--- src/rtl/sle_pkg.sv ---
package sle_pkg;

  // Result kinds
  localparam logic [1:0] KIND_ECHO = 2'd0;
  localparam logic [1:0] KIND_LINE = 2'd1;
  localparam logic [1:0] KIND_END  = 2'd2;

  // Special characters and scancode flags
  localparam logic [6:0] CH_ENTER     = 7'd10;
  localparam logic [6:0] CH_BACKSPACE = 7'd8;
  localparam logic [6:0] CH_ESCAPE    = 7'd27;
  localparam int unsigned RELEASE_BIT = 7;

  // Commands from the controller to the datapath
  typedef struct packed {
    logic in_ready;
    logic latch_in;
    logic load_echo;
    logic store_char;
    logic dec_count;
    logic clear_count;
    logic clr_idx;
    logic rd_en;
    logic load_line;
    logic load_end;
  } sle_cmd_t;

  // Status from the datapath to the controller
  typedef struct packed {
    logic in_valid;
    logic in_release;
    logic in_bs;
    logic ch_enter;
    logic ch_bs;
    logic count_zero;
    logic line_full;
    logic idx_done;
    logic out_free;
  } sle_status_t;

  // US layout, set-1 make codes; unmapped keys give 0
  function automatic logic [6:0] keymap_lookup(input logic [6:0] code);
    logic [6:0] ch;
    ch = 7'd0;
    case (code)
      7'd1:  ch = CH_ESCAPE;
      7'd2:  ch = 7'd49;
      7'd3:  ch = 7'd50;
      7'd4:  ch = 7'd51;
      7'd5:  ch = 7'd52;
      7'd6:  ch = 7'd53;
      7'd7:  ch = 7'd54;
      7'd8:  ch = 7'd55;
      7'd9:  ch = 7'd56;
      7'd10: ch = 7'd57;
      7'd11: ch = 7'd48;
      7'd12: ch = 7'd45;
      7'd13: ch = 7'd61;
      7'd14: ch = CH_BACKSPACE;
      7'd15: ch = 7'd9;
      7'd16: ch = 7'd113;
      7'd17: ch = 7'd119;
      7'd18: ch = 7'd101;
      7'd19: ch = 7'd114;
      7'd20: ch = 7'd116;
      7'd21: ch = 7'd121;
      7'd22: ch = 7'd117;
      7'd23: ch = 7'd105;
      7'd24: ch = 7'd111;
      7'd25: ch = 7'd112;
      7'd26: ch = 7'd91;
      7'd27: ch = 7'd93;
      7'd28: ch = CH_ENTER;
      7'd30: ch = 7'd97;
      7'd31: ch = 7'd115;
      7'd32: ch = 7'd100;
      7'd33: ch = 7'd102;
      7'd34: ch = 7'd103;
      7'd35: ch = 7'd104;
      7'd36: ch = 7'd106;
      7'd37: ch = 7'd107;
      7'd38: ch = 7'd108;
      7'd39: ch = 7'd59;
      7'd40: ch = 7'd39;
      7'd41: ch = 7'd96;
      7'd43: ch = 7'd92;
      7'd44: ch = 7'd122;
      7'd45: ch = 7'd120;
      7'd46: ch = 7'd99;
      7'd47: ch = 7'd118;
      7'd48: ch = 7'd98;
      7'd49: ch = 7'd110;
      7'd50: ch = 7'd109;
      7'd51: ch = 7'd44;
      7'd52: ch = 7'd46;
      7'd53: ch = 7'd47;
      7'd55: ch = 7'd42;
      7'd57: ch = 7'd32;
      7'd74: ch = 7'd45;
      7'd78: ch = 7'd43;
      default: ch = 7'd0;
    endcase
    return ch;
  endfunction

endpackage

--- src/rtl/sle_if.sv ---
interface sle_in_if;
  logic       valid;
  logic       ready;
  logic [7:0] scancode;

  modport source (output valid, output scancode, input ready);
  modport sink (input valid, input scancode, output ready);
endinterface

interface sle_out_if;
  logic       valid;
  logic       ready;
  logic [1:0] kind;
  logic [6:0] char_code;
  logic [5:0] line_length;
  logic       last;

  modport source (output valid, output kind, output char_code, output line_length,
                  output last, input ready);
  modport sink (input valid, input kind, input char_code, input line_length,
                input last, output ready);
endinterface

--- src/rtl/scancode_line_editor.sv ---
// Keyboard line editor fed with raw set-1 scancodes, one per input word. Key
// releases are swallowed; make codes are translated with a fixed US layout and
// echoed. Backspace on an empty line is dropped, otherwise it removes the last
// character. Enter echoes a newline, replays the stored line one word per
// character and closes with a line-end word carrying the length; the last word
// of each keystroke has last set. An ordinary character on a line holding
// LINE_CAPACITY-1 characters is echoed and the line is discarded. The line store
// has one registered read port, so on Enter each character is read and then
// loaded into the output register. Output stalls hold the editor until the
// output register is free. The output register lets a new scancode be taken
// while the last word waits.
module scancode_line_editor
  import sle_pkg::*;
#(
  parameter int LINE_CAPACITY = 32
) (
  input  logic      clk,
  input  logic      rst_n,
  sle_in_if.sink    in_word,
  sle_out_if.source out_word
);

  sle_cmd_t    cmd;
  sle_status_t status;

  sle_ctrl u_ctrl (
    .clk    (clk),
    .rst_n  (rst_n),
    .status (status),
    .cmd    (cmd)
  );

  sle_datapath #(
    .LINE_CAPACITY (LINE_CAPACITY)
  ) u_datapath (
    .clk      (clk),
    .rst_n    (rst_n),
    .in_word  (in_word),
    .out_word (out_word),
    .cmd      (cmd),
    .status   (status)
  );

endmodule

--- src/rtl/sle_ctrl.sv ---
module sle_ctrl
  import sle_pkg::*;
(
  input  logic        clk,
  input  logic        rst_n,
  input  sle_status_t status,
  output sle_cmd_t    cmd
);

  typedef enum logic [4:0] {
    ST_IDLE = 5'b00001,
    ST_ECHO = 5'b00010,
    ST_RD   = 5'b00100,
    ST_LINE = 5'b01000,
    ST_END  = 5'b10000
  } state_t;

  state_t state_r, state_nxt;

  // Hold state
  always_ff @(posedge clk) begin
    if (!rst_n) begin
      state_r <= ST_IDLE;
    end else begin
      state_r <= state_nxt;
    end
  end

  // Decode commands and next state
  always_comb begin
    cmd       = '0;
    state_nxt = state_r;
    case (state_r)
      ST_IDLE: begin
        cmd.in_ready = 1'b1;
        if (status.in_valid && !status.in_release &&
            !(status.in_bs && status.count_zero)) begin
          cmd.latch_in = 1'b1;
          state_nxt    = ST_ECHO;
        end
      end
      ST_ECHO: begin
        if (status.out_free) begin
          cmd.load_echo = 1'b1;
          if (status.ch_enter) begin
            cmd.clr_idx = 1'b1;
            state_nxt   = ST_RD;
          end else begin
            if (status.ch_bs) begin
              cmd.dec_count = 1'b1;
            end else if (status.line_full) begin
              cmd.clear_count = 1'b1;
            end else begin
              cmd.store_char = 1'b1;
            end
            state_nxt = ST_IDLE;
          end
        end
      end
      ST_RD: begin
        if (status.idx_done) begin
          state_nxt = ST_END;
        end else begin
          cmd.rd_en = 1'b1;
          state_nxt = ST_LINE;
        end
      end
      ST_LINE: begin
        if (status.out_free) begin
          cmd.load_line = 1'b1;
          state_nxt     = ST_RD;
        end
      end
      ST_END: begin
        if (status.out_free) begin
          cmd.load_end    = 1'b1;
          cmd.clear_count = 1'b1;
          state_nxt       = ST_IDLE;
        end
      end
      default: begin
        state_nxt = ST_IDLE;
      end
    endcase
  end

endmodule

--- src/rtl/sle_datapath.sv ---
module sle_datapath
  import sle_pkg::*;
#(
  parameter int LINE_CAPACITY = 32
) (
  input  logic        clk,
  input  logic        rst_n,
  sle_in_if.sink      in_word,
  sle_out_if.source   out_word,
  input  sle_cmd_t    cmd,
  output sle_status_t status
);

  localparam int CNT_W = $clog2(LINE_CAPACITY);
  localparam logic [CNT_W-1:0] FULL_COUNT = CNT_W'(LINE_CAPACITY - 1);

  logic [6:0]       line_mem [LINE_CAPACITY];
  logic [6:0]       ch_r;
  logic [6:0]       rdata_r;
  logic [CNT_W-1:0] count_r, count_nxt;
  logic [CNT_W-1:0] idx_r, idx_nxt;
  logic             out_valid_r, out_valid_nxt;
  logic [1:0]       out_kind_r;
  logic [6:0]       out_char_r;
  logic [5:0]       out_len_r;
  logic             out_last_r;
  logic [6:0]       in_ch;

  assign in_ch = keymap_lookup(in_word.scancode[6:0]);

  // Report status
  assign status.in_valid   = in_word.valid;
  assign status.in_release = in_word.scancode[RELEASE_BIT];
  assign status.in_bs      = (in_ch == CH_BACKSPACE);
  assign status.ch_enter   = (ch_r == CH_ENTER);
  assign status.ch_bs      = (ch_r == CH_BACKSPACE);
  assign status.count_zero = (count_r == '0);
  assign status.line_full  = (count_r == FULL_COUNT);
  assign status.idx_done   = (idx_r == count_r);
  assign status.out_free   = !out_valid_r || out_word.ready;

  // Drive the channels
  assign in_word.ready         = cmd.in_ready;
  assign out_word.valid        = out_valid_r;
  assign out_word.kind         = out_kind_r;
  assign out_word.char_code    = out_char_r;
  assign out_word.line_length  = out_len_r;
  assign out_word.last         = out_last_r;

  // Latch the translated character
  always_ff @(posedge clk) begin
    if (cmd.latch_in) begin
      ch_r <= in_ch;
    end
  end

  // Line store: write at the fill point, registered read at the index
  always_ff @(posedge clk) begin
    if (cmd.store_char) begin
      line_mem[count_r] <= ch_r;
    end
    if (cmd.rd_en) begin
      rdata_r <= line_mem[idx_r];
    end
  end

  // Advance count and read index
  always_comb begin
    count_nxt = count_r;
    if (cmd.clear_count) begin
      count_nxt = '0;
    end else if (cmd.dec_count) begin
      count_nxt = count_r - 1'b1;
    end else if (cmd.store_char) begin
      count_nxt = count_r + 1'b1;
    end
    idx_nxt = idx_r;
    if (cmd.clr_idx) begin
      idx_nxt = '0;
    end else if (cmd.load_line) begin
      idx_nxt = idx_r + 1'b1;
    end
  end

  always_ff @(posedge clk) begin
    if (!rst_n) begin
      count_r <= '0;
      idx_r   <= '0;
    end else begin
      count_r <= count_nxt;
      idx_r   <= idx_nxt;
    end
  end

  // Output register valid
  always_comb begin
    out_valid_nxt = out_valid_r;
    if (cmd.load_echo || cmd.load_line || cmd.load_end) begin
      out_valid_nxt = 1'b1;
    end else if (out_word.ready) begin
      out_valid_nxt = 1'b0;
    end
  end

  always_ff @(posedge clk) begin
    if (!rst_n) begin
      out_valid_r <= 1'b0;
    end else begin
      out_valid_r <= out_valid_nxt;
    end
  end

  // Load output payload
  always_ff @(posedge clk) begin
    if (cmd.load_echo) begin
      out_kind_r <= KIND_ECHO;
      out_char_r <= ch_r;
      out_len_r  <= 6'd0;
      out_last_r <= (ch_r != CH_ENTER);
    end else if (cmd.load_line) begin
      out_kind_r <= KIND_LINE;
      out_char_r <= rdata_r;
      out_len_r  <= 6'd0;
      out_last_r <= 1'b0;
    end else if (cmd.load_end) begin
      out_kind_r <= KIND_END;
      out_char_r <= 7'd0;
      out_len_r  <= 6'(count_r);
      out_last_r <= 1'b1;
    end
  end

endmodule

--- src/flat_wrapper.sv ---
// flat-port wrapper written by rule: the top's interface ports become plain ports
module scancode_line_editor_flat import sle_pkg::*;
#(
  parameter int LINE_CAPACITY = 32
)
  (clk, rst_n, in_word_valid, in_word_scancode, in_word_ready, out_word_valid, out_word_kind, out_word_char_code, out_word_line_length, out_word_last, out_word_ready);
  sle_in_if in_word_i ();
  sle_out_if out_word_i ();
  input  logic clk;
  input  logic rst_n;
  input wire logic [$bits(in_word_i.valid)-1:0] in_word_valid;
  input wire logic [$bits(in_word_i.scancode)-1:0] in_word_scancode;
  output wire logic [$bits(in_word_i.ready)-1:0] in_word_ready;
  output wire logic [$bits(out_word_i.valid)-1:0] out_word_valid;
  output wire logic [$bits(out_word_i.kind)-1:0] out_word_kind;
  output wire logic [$bits(out_word_i.char_code)-1:0] out_word_char_code;
  output wire logic [$bits(out_word_i.line_length)-1:0] out_word_line_length;
  output wire logic [$bits(out_word_i.last)-1:0] out_word_last;
  input wire logic [$bits(out_word_i.ready)-1:0] out_word_ready;
  assign in_word_i.valid = in_word_valid;
  assign in_word_i.scancode = in_word_scancode;
  assign in_word_ready = in_word_i.ready;
  assign out_word_valid = out_word_i.valid;
  assign out_word_kind = out_word_i.kind;
  assign out_word_char_code = out_word_i.char_code;
  assign out_word_line_length = out_word_i.line_length;
  assign out_word_last = out_word_i.last;
  assign out_word_i.ready = out_word_ready;
  scancode_line_editor #(.LINE_CAPACITY(LINE_CAPACITY)) u_core (.clk(clk), .rst_n(rst_n), .in_word(in_word_i), .out_word(out_word_i));
endmodule
--- config.mk ---
export PLATFORM = sky130hd
export DESIGN_NAME = scancode_line_editor_flat
export DESIGN_NICKNAME = d
export VERILOG_FILES = /design/src/rtl/sle_pkg.sv /design/src/rtl/sle_if.sv /design/src/rtl/scancode_line_editor.sv /design/src/rtl/sle_ctrl.sv /design/src/rtl/sle_datapath.sv /design/src/flat_wrapper.sv
export SDC_FILE = /design/constraint.sdc
export NUM_CORES = 1
export LEC_CHECK = 0
export ABC_AREA = 1
export BUFFER_PORTS_ARGS = -buffer_cell sky130_fd_sc_hd__buf_2
export CORE_MARGIN = 4
export CORE_UTILIZATION = 50
export DETAILED_ROUTE_END_ITERATION = 8
export MAX_ROUTING_LAYER = met4
export PLACE_DENSITY = 0.74
export SYNTH_ARGS = -nofsm -noshare
export SYNTH_HDL_FRONTEND = slang
export SYNTH_SLANG_ARGS = --single-unit
--- constraint.sdc ---
create_clock -name clk -period 2.2 [get_ports clk]
set_input_delay 0.44 -clock clk [delete_from_list [all_inputs] [get_ports clk]]
set_output_delay 0.44 -clock clk [all_outputs]
set_load 0.01 [all_outputs]
## Yosys cells after proc, flatten, opt, wreduce, memory -nomap -nowiden

Memories as Yosys holds them, arrays and structs flattened. A register that Yosys moved wholly into a read port is not among the register bits.
Cells that the tools add are included.
Widths: inputs -> output; s select.

- Memories: 2
- Memory bits (writable): 224
- ROM bits: 896
- Input port bits: 12
- Output and inout port bits: 18
- Flip-flop bits (word level): 38
- Logic and storage cells: 88

Memory list:

| memory | depth | bits a word | rd ports | clocked after Yosys merged registers in | write ports | RTL line | text |
|---|---|---|---|---|---|---|---|
| (name not given) | 128 | 7 | 1 | 0 | 0 | sle_pkg.sv:45 | `case (code)` |
| u_core.u_datapath.line_mem | 32 | 7 | 1 | 1 | 1 | sle_datapath.sv:17 | `logic [6:0] line_mem [LINE_CAPACITY];` |

- Bitwise gates (word level): 1
- Eq/ne operators: 15
- Reductions and logical operators: 18
- Mux-type cells: 39
- $add $sub $neg: 3

Operator list:

| kind | number |
|---|---|
| $mux 5 | 8 |
| $pmux 5 s5 | 1 |
| $mux 1 | 22 |
| $eq 7x4->1 const B | 3 |
| $mux 7 | 3 |
| $add 5x1->5 const B | 2 |
| $eq 5x5->1 const B | 2 |
| $mux 3 | 3 |
| $ne 7x4->1 const B | 1 |
| $ne 2x1->1 const B | 3 |
| $reduce_bool 2->1 | 3 |
| $reduce_or 2->1 | 3 |
| $eq 5x1->1 const B | 1 |
| $eq 5x2->1 const B | 1 |
| $eq 5x3->1 const B | 1 |
| $eq 5x4->1 const B | 1 |
| $eq 5x5->1 | 1 |
| $logic_not 5->1 | 1 |
| $sub 5x1->5 const B | 1 |
| $reduce_and 4->1 | 1 |
| $logic_and 1x1->1 | 3 |
| $logic_not 1->1 | 3 |
| $logic_or 1x1->1 | 3 |
| $reduce_bool 3->1 | 1 |
| 4 further kinds | 4 |

## Longest topological paths before layout

- Depth after elaboration: 9
- Mapped depth: 18
- Depth with buffers taken out: 18

## Modules after synthesis

Synthesis repeated with hierarchy kept, for this count alone.

- Cell total of the unflattened synthesis: 1161
- Area total of the unflattened synthesis: 12064.1 um2

Modules (own cells, without submodules):

| module | seq. area each (um2) | area an instance (um2) | times used | cells each |
|---|---|---|---|---|
| sle_datapath | 7747.4 | 11664.9 | 1 | 1093 |
| sle_ctrl | 100.1 | 399.1 | 1 | 68 |

## Worst setup path after synthesis

OpenSTA, ideal clock, no wires.

- Path type: reg-to-reg
- Start point: register u_core.u_datapath.ch_r[3]
- End point: register u_core.u_datapath.count_r[4]
- Data required time: 2.081 ns
- Stages on the path, launching flop included: 15
- Data arrival time: 2.285 ns
- Path buffers: 0
- Library setup time: 0.119 ns
- Clock period less this slack: 2.404 ns
- Setup slack: -0.204 ns
- Cell sequence: edfxtp_1 > inv_1 > nor2_1 > nand4_1 > nor2_1 > nand2_1 > inv_1 > ha_1 > nand2_1 > nor2_1 > a211oi_1 > nand2_1 > o21ai_0 > xor2_1 > nor2_1

- Word-level cells in the longest chain between the ends: 6
- Elaborated cells between the ends (all ways): 12
- Those cells by class: 2 x eq/ne; 8 x mux; 2 x reduce/logical

Ends and longest elaborated chain:

| item | RTL line | text |
|---|---|---|
| start: declaration | sle_datapath.sv:18 | `logic [6:0] ch_r;` |
| start signal: assignment | sle_datapath.sv:53 | `ch_r <= in_ch;` |
| $eq 7x4->1 | sle_datapath.sv:36 | `assign status.ch_bs = (ch_r == CH_BACKSPACE);` |
| $mux 1 | sle_ctrl.sv:49 | `if (status.ch_bs) begin` |
| $mux 3 * | sle_ctrl.sv:45 | `if (status.ch_enter) begin` |
| $mux 5 * | sle_ctrl.sv:43 | `if (status.out_free) begin` |
| $pmux 1 s2 / $mux 3 (equally long branches) | sle_ctrl.sv:33 | `case (state_r)` |
| $reduce_or 2->1 (no source line) (tied with other cells) | -- |  |
| end signal: assignment | sle_datapath.sv:90 | `count_r <= count_nxt;` |
| end: declaration | sle_datapath.sv:20 | `logic [CNT_W-1:0] count_r, count_nxt;` |

Mark *: on every way between the ends. The rest lies on a longest branch, timed or not.
A chain may end at the register's enable or synchronous reset.

## Worst setup path after layout

- Start point: register u_core.u_ctrl.state_r[3]
- End point: memory u_core.u_datapath.line_mem[26][2], enable pin

- Word-level cells in the longest chain between the ends: 4

Ends and longest elaborated chain:

| item | RTL line | text |
|---|---|---|
| start: declaration | sle_ctrl.sv:18 | `state_t state_r, state_nxt;` |
| start signal: assignment | sle_ctrl.sv:25 | `state_r <= state_nxt;` |
| $eq 5x2->1 | sle_ctrl.sv:33 |  |
| $mux 3 | sle_ctrl.sv:33 |  |
| $mux 1 | sle_datapath.sv:59 | `if (cmd.store_char) begin` |
| $mux 1 (not written as such) | sle_datapath.sv:60 | `line_mem[count_r] <= ch_r;` |
| end: declaration | sle_datapath.sv:17 |  |

No other way between the ends.

==> reports/results.tsv <==
stage	metric	value	unit
setup_path	critPathSlowestCell	dfxtp_2	
route	drtIter0Drc	998	
yosys	yosysMostFrequentCell	edfxtp_1	
setup_path	cp-end-kind	flip-flop	
yosys	synth-edff-count	246	
global_routing	overflow	0	
sta	timing.fmax	461	MHz
global_routing	grtUsageTotal	21.8	%
route	first_pass_iters	6	
setup_path	arrival	2.40	ns
cts	cts_hold_buffers	0	
route	postRouteAntennaNets	0	
cts	root_buffer	clkbuf_16	
floorplan	die_w	161	µm
yosys	synthesis.area	11700	µm²
yosys	synth_common_cells	246 x edfxtp_1, 199 x nor2_1, 140 x nand2_1	
global_routing	grt_pass1_wl	43.9	mm
global_routing	antenna_found_initial	0	
placement	dp_hpwl	18.0	mm
sta	setup-violations-final	0	
job	drv_cap	0	
min_path	min_delay_path_depth	3	
route	vias	8449	
setup_path	crit_cells	13	
power	p_leak	5.20	nW
cells_and_area	syn_to_final_growth	20.1	%
sta	rsz0062_at_grt	yes	
cts	htreeDepth	1	
sta	finalCritPeriodShare	98.6	%
cts	clkSinkCount	269	
sta	min_period	2.17	ns
route	viasPerCell	5.56	
setup_path	cp-start-kind	flip-flop	
floorplan	core_region_area	22800	µm²
sta	worst_slew_pin_slew	0.544	ns
cells_and_area	nets	1214	
setup_path	cp-startpoint	u_core.u_ctrl.state_r[3]$_SDFFE_PN0P_	
yosys	synth_cell_type_count	41	
yosys	synthCells	1061	
yosys	yosys.area.top_type	edfxtp_1	
min_path	min_path_type	in2reg	
placement	place_inst	1462	
cts	clkTransAtPathRegs	0.06	ns
setup_path	worstSetupPathType	reg2reg	
status	status	finished clean	
yosys	seq_area_frac_synth	67.3	%
sta	maxSlewViolCount	0	
yosys	synth-seq-cells	269	
setup_path	critPathBufInv	4	
cts	cts_tree	yes	
cells_and_area	fin_cells	1520	
cts	clk-insertion-delay-late	0.53	ns
cts	cts_made_buffers	26	
setup_path	worstRegToRegCells	13	
sta	max_slew_margin	63.7	%
cells_and_area	antenna_cells	0	
global_routing	first_global_vias	7993	
floorplan	pin_count	30	
yosys	avgSynthCellArea	11.0	µm²
cts	ctsLongestPathBuffers	3	
setup_path	reg2reg_from	u_core.u_ctrl.state_r[3]$_SDFFE_PN0P_	
floorplan	chipHeight	161	µm
power	ir_worst_vdd	0.516	mV
min_path	hold_start	rst_n	
sta	hold_violations	0	
yosys	yosysWarnings	0	
yosys	synth_top_area_share	63.3	%
yosys	yosys-top-cells-area	edfxtp_1 63%, nor2_1 6.4%, o21ai_0 5.9%	
cells_and_area	drive_above_1_share	19.6	%
setup_path	critPathMostFrequentCell	nor2_4	
setup_path	cp_top_family	simple AND/OR/NAND/NOR gates	
yosys	synth_top_flop_cell	edfxtp_1	
floorplan	row_count	55	
sta	fin_skew	0.00848	ns
yosys	synthArstFlopShare	0	%
route	wl_per_cell	18.4	µm
route	route.detailed.drc	0	
setup_path	max_stage_delay	0.33	ns
placement	globalplace.congestion	0.912	
sta	fin_hold_ws	0.184	ns
setup_path	cp_max_fo	7	
setup_path	cp.required	2.44	ns
setup_path	crit_chain	nor2_4 > nand2_2 > nor3_4 > inv_2 > nor2_4 > nand2_2 > nor2_4 > inv_2 > nor2_4 > buf_12 > nand2_4 > nor2_1 > buf_4	
route	routed_wl	28.0	mm
placement	io_buffers	28	
global_routing	grt_max_degree	60	
power	power_density	790	nW/µm²
floorplan	dieArea	25800	µm²
floorplan	start_util	51.2	%
-- registers in the layout, summed over array words and instances (netlist names) --
signal and cells:
u_core.u_datapath.line_mem 224, u_core.u_datapath.ch_r 7, u_core.u_datapath.out_word.char_code 7, u_core.u_datapath.rdata_r 7
u_core.u_ctrl.state_r 5, u_core.u_datapath.count_r 5, u_core.u_datapath.idx_r 5, u_core.u_datapath.out_word.line_length 5
u_core.u_datapath.out_word.kind 2, u_core.u_datapath.out_word.last 1, u_core.u_datapath.out_word.valid 1
-- layout make-up --
| class | instances | area [µm²] |
|---|---|---|
| clock buffers | 34 | 712 |
| clock inverters | 14 | 173 |
| fillers | 1738 | 8770 |
| inverters | 60 | 228 |
| multi-input cells | 685 | 3530 |
| flip-flops and latches | 269 | 7850 |
| well taps | 313 | 392 |
| repair buffers | 145 | 1120 |
-- path summary, 6_finish.rpt --
path | to | slack, ns
setup / recovery | u_core.u_datapath.line_mem[26][2]$_DFFE_PP_ | 0.03
hold / removal | u_core.u_ctrl.state_r[4]$_SDFFE_PN0P_ | 0.18
setup reg to reg | u_core.u_datapath.line_mem[26][2]$_DFFE_PP_ | 0.03
hold reg to reg | u_core.u_datapath.out_word.line_length[3]$_SDFFE_PP0P_ | 0.47
-- placed cells by master (no fill, tap or decap), types with 3 or more instances in the layout --
| cell type | count |
|---|---|
| o22ai_1 | 38 |
| o221ai_1 | 18 |
| o21ai_1 | 7 |
| inv_2 | 7 |
| buf_4 | 105 |
| ha_1 | 12 |
| clkinv_1 | 4 |
| nor2_4 | 8 |
| nand2_4 | 6 |
| conb_1 | 8 |
| nand2_1 | 130 |
| xor2_1 | 3 |
| buf_6 | 5 |
| dfxtp_1 | 21 |
| a21oi_1 | 22 |
| bufinv_16 | 4 |
| nand4_1 | 11 |
| clkinv_2 | 3 |
| clkbuf_1 | 6 |
| buf_2 | 28 |
| nand2_2 | 7 |
| nor3_1 | 4 |
| clkbuf_16 | 27 |
| o21ai_0 | 137 |
| buf_12 | 7 |
| o211ai_1 | 11 |
| edfxtp_1 | 246 |
| nand3_1 | 41 |
| a32o_1 | 3 |
| clkinvlp_4 | 3 |
| nor2_1 | 186 |
| nor2_2 | 12 |
| inv_1 | 52 |
-- repair_timing --
item                                    CTS  global route
setup buffers                             2             8
pin swaps                                 0             8
gates resized for setup                   3            41
endpoints found under the setup margin   35           214
-- power breakdown --
part / total [mW] / internal, mW / switching, mW / leakage (nW)
combinational: 0.725 / 0.252 / 0.474 / 2.37
sequential: 5.77 / 5.72 / 0.0461 / 2.41
clock: 4.58 / 2.74 / 1.83 / 0.422
-- per-stage QoR --
stage / util (%) / total power, mW / worst slack [ns] / cell area (µm²) / TNS (ns)
2_1_floorplan: - / 6.26 / -0.125 / 11700 / -0.125
3_3_place_gp: 56.6 / 6.57 / -0.0878 / 12900 / -0.622
3_5_place_dp: 56.6 / 6.57 / -0.122 / 12900 / -1.04
4_1_cts: 60.6 / 11.1 / 0.0181 / 13800 / 0
5_1_grt: 61.5 / 11.4 / -0.0841 / 14000 / -2.52
6_report: 61.5 / 11.1 / 0.0319 / 14000 / 0
-- tightest hold or removal path, stage by stage --
cell	delay [ns]
buf_2	0.13
nand2_1	0.07
nor2_1	0.03
-- logic make-up after synthesis --
logic type / Yosys count / synth area share, %
AO/OA/AOI/OAI: 244 / 12.0
XOR/XNOR: 5 / 0.375
adder cells (fa/ha/maj): 15 / 1.67
buffers and inverters: 114 / 4.02
flip-flops: 269 / 67.3
other: 1 / 0.0321
AND/OR/NAND/NOR: 413 / 14.7
-- routing by layer --
metal  vias up  part of all wire, %  GRT usage [%]
met2       342                   49           35.3
li1       4034                    -              -
met4         0                  2.5           5.70
met1      4008                   41           28.7
met5         -                    0              -
met3        65                  7.2           4.05
Power figures use the tool's default switching activity.
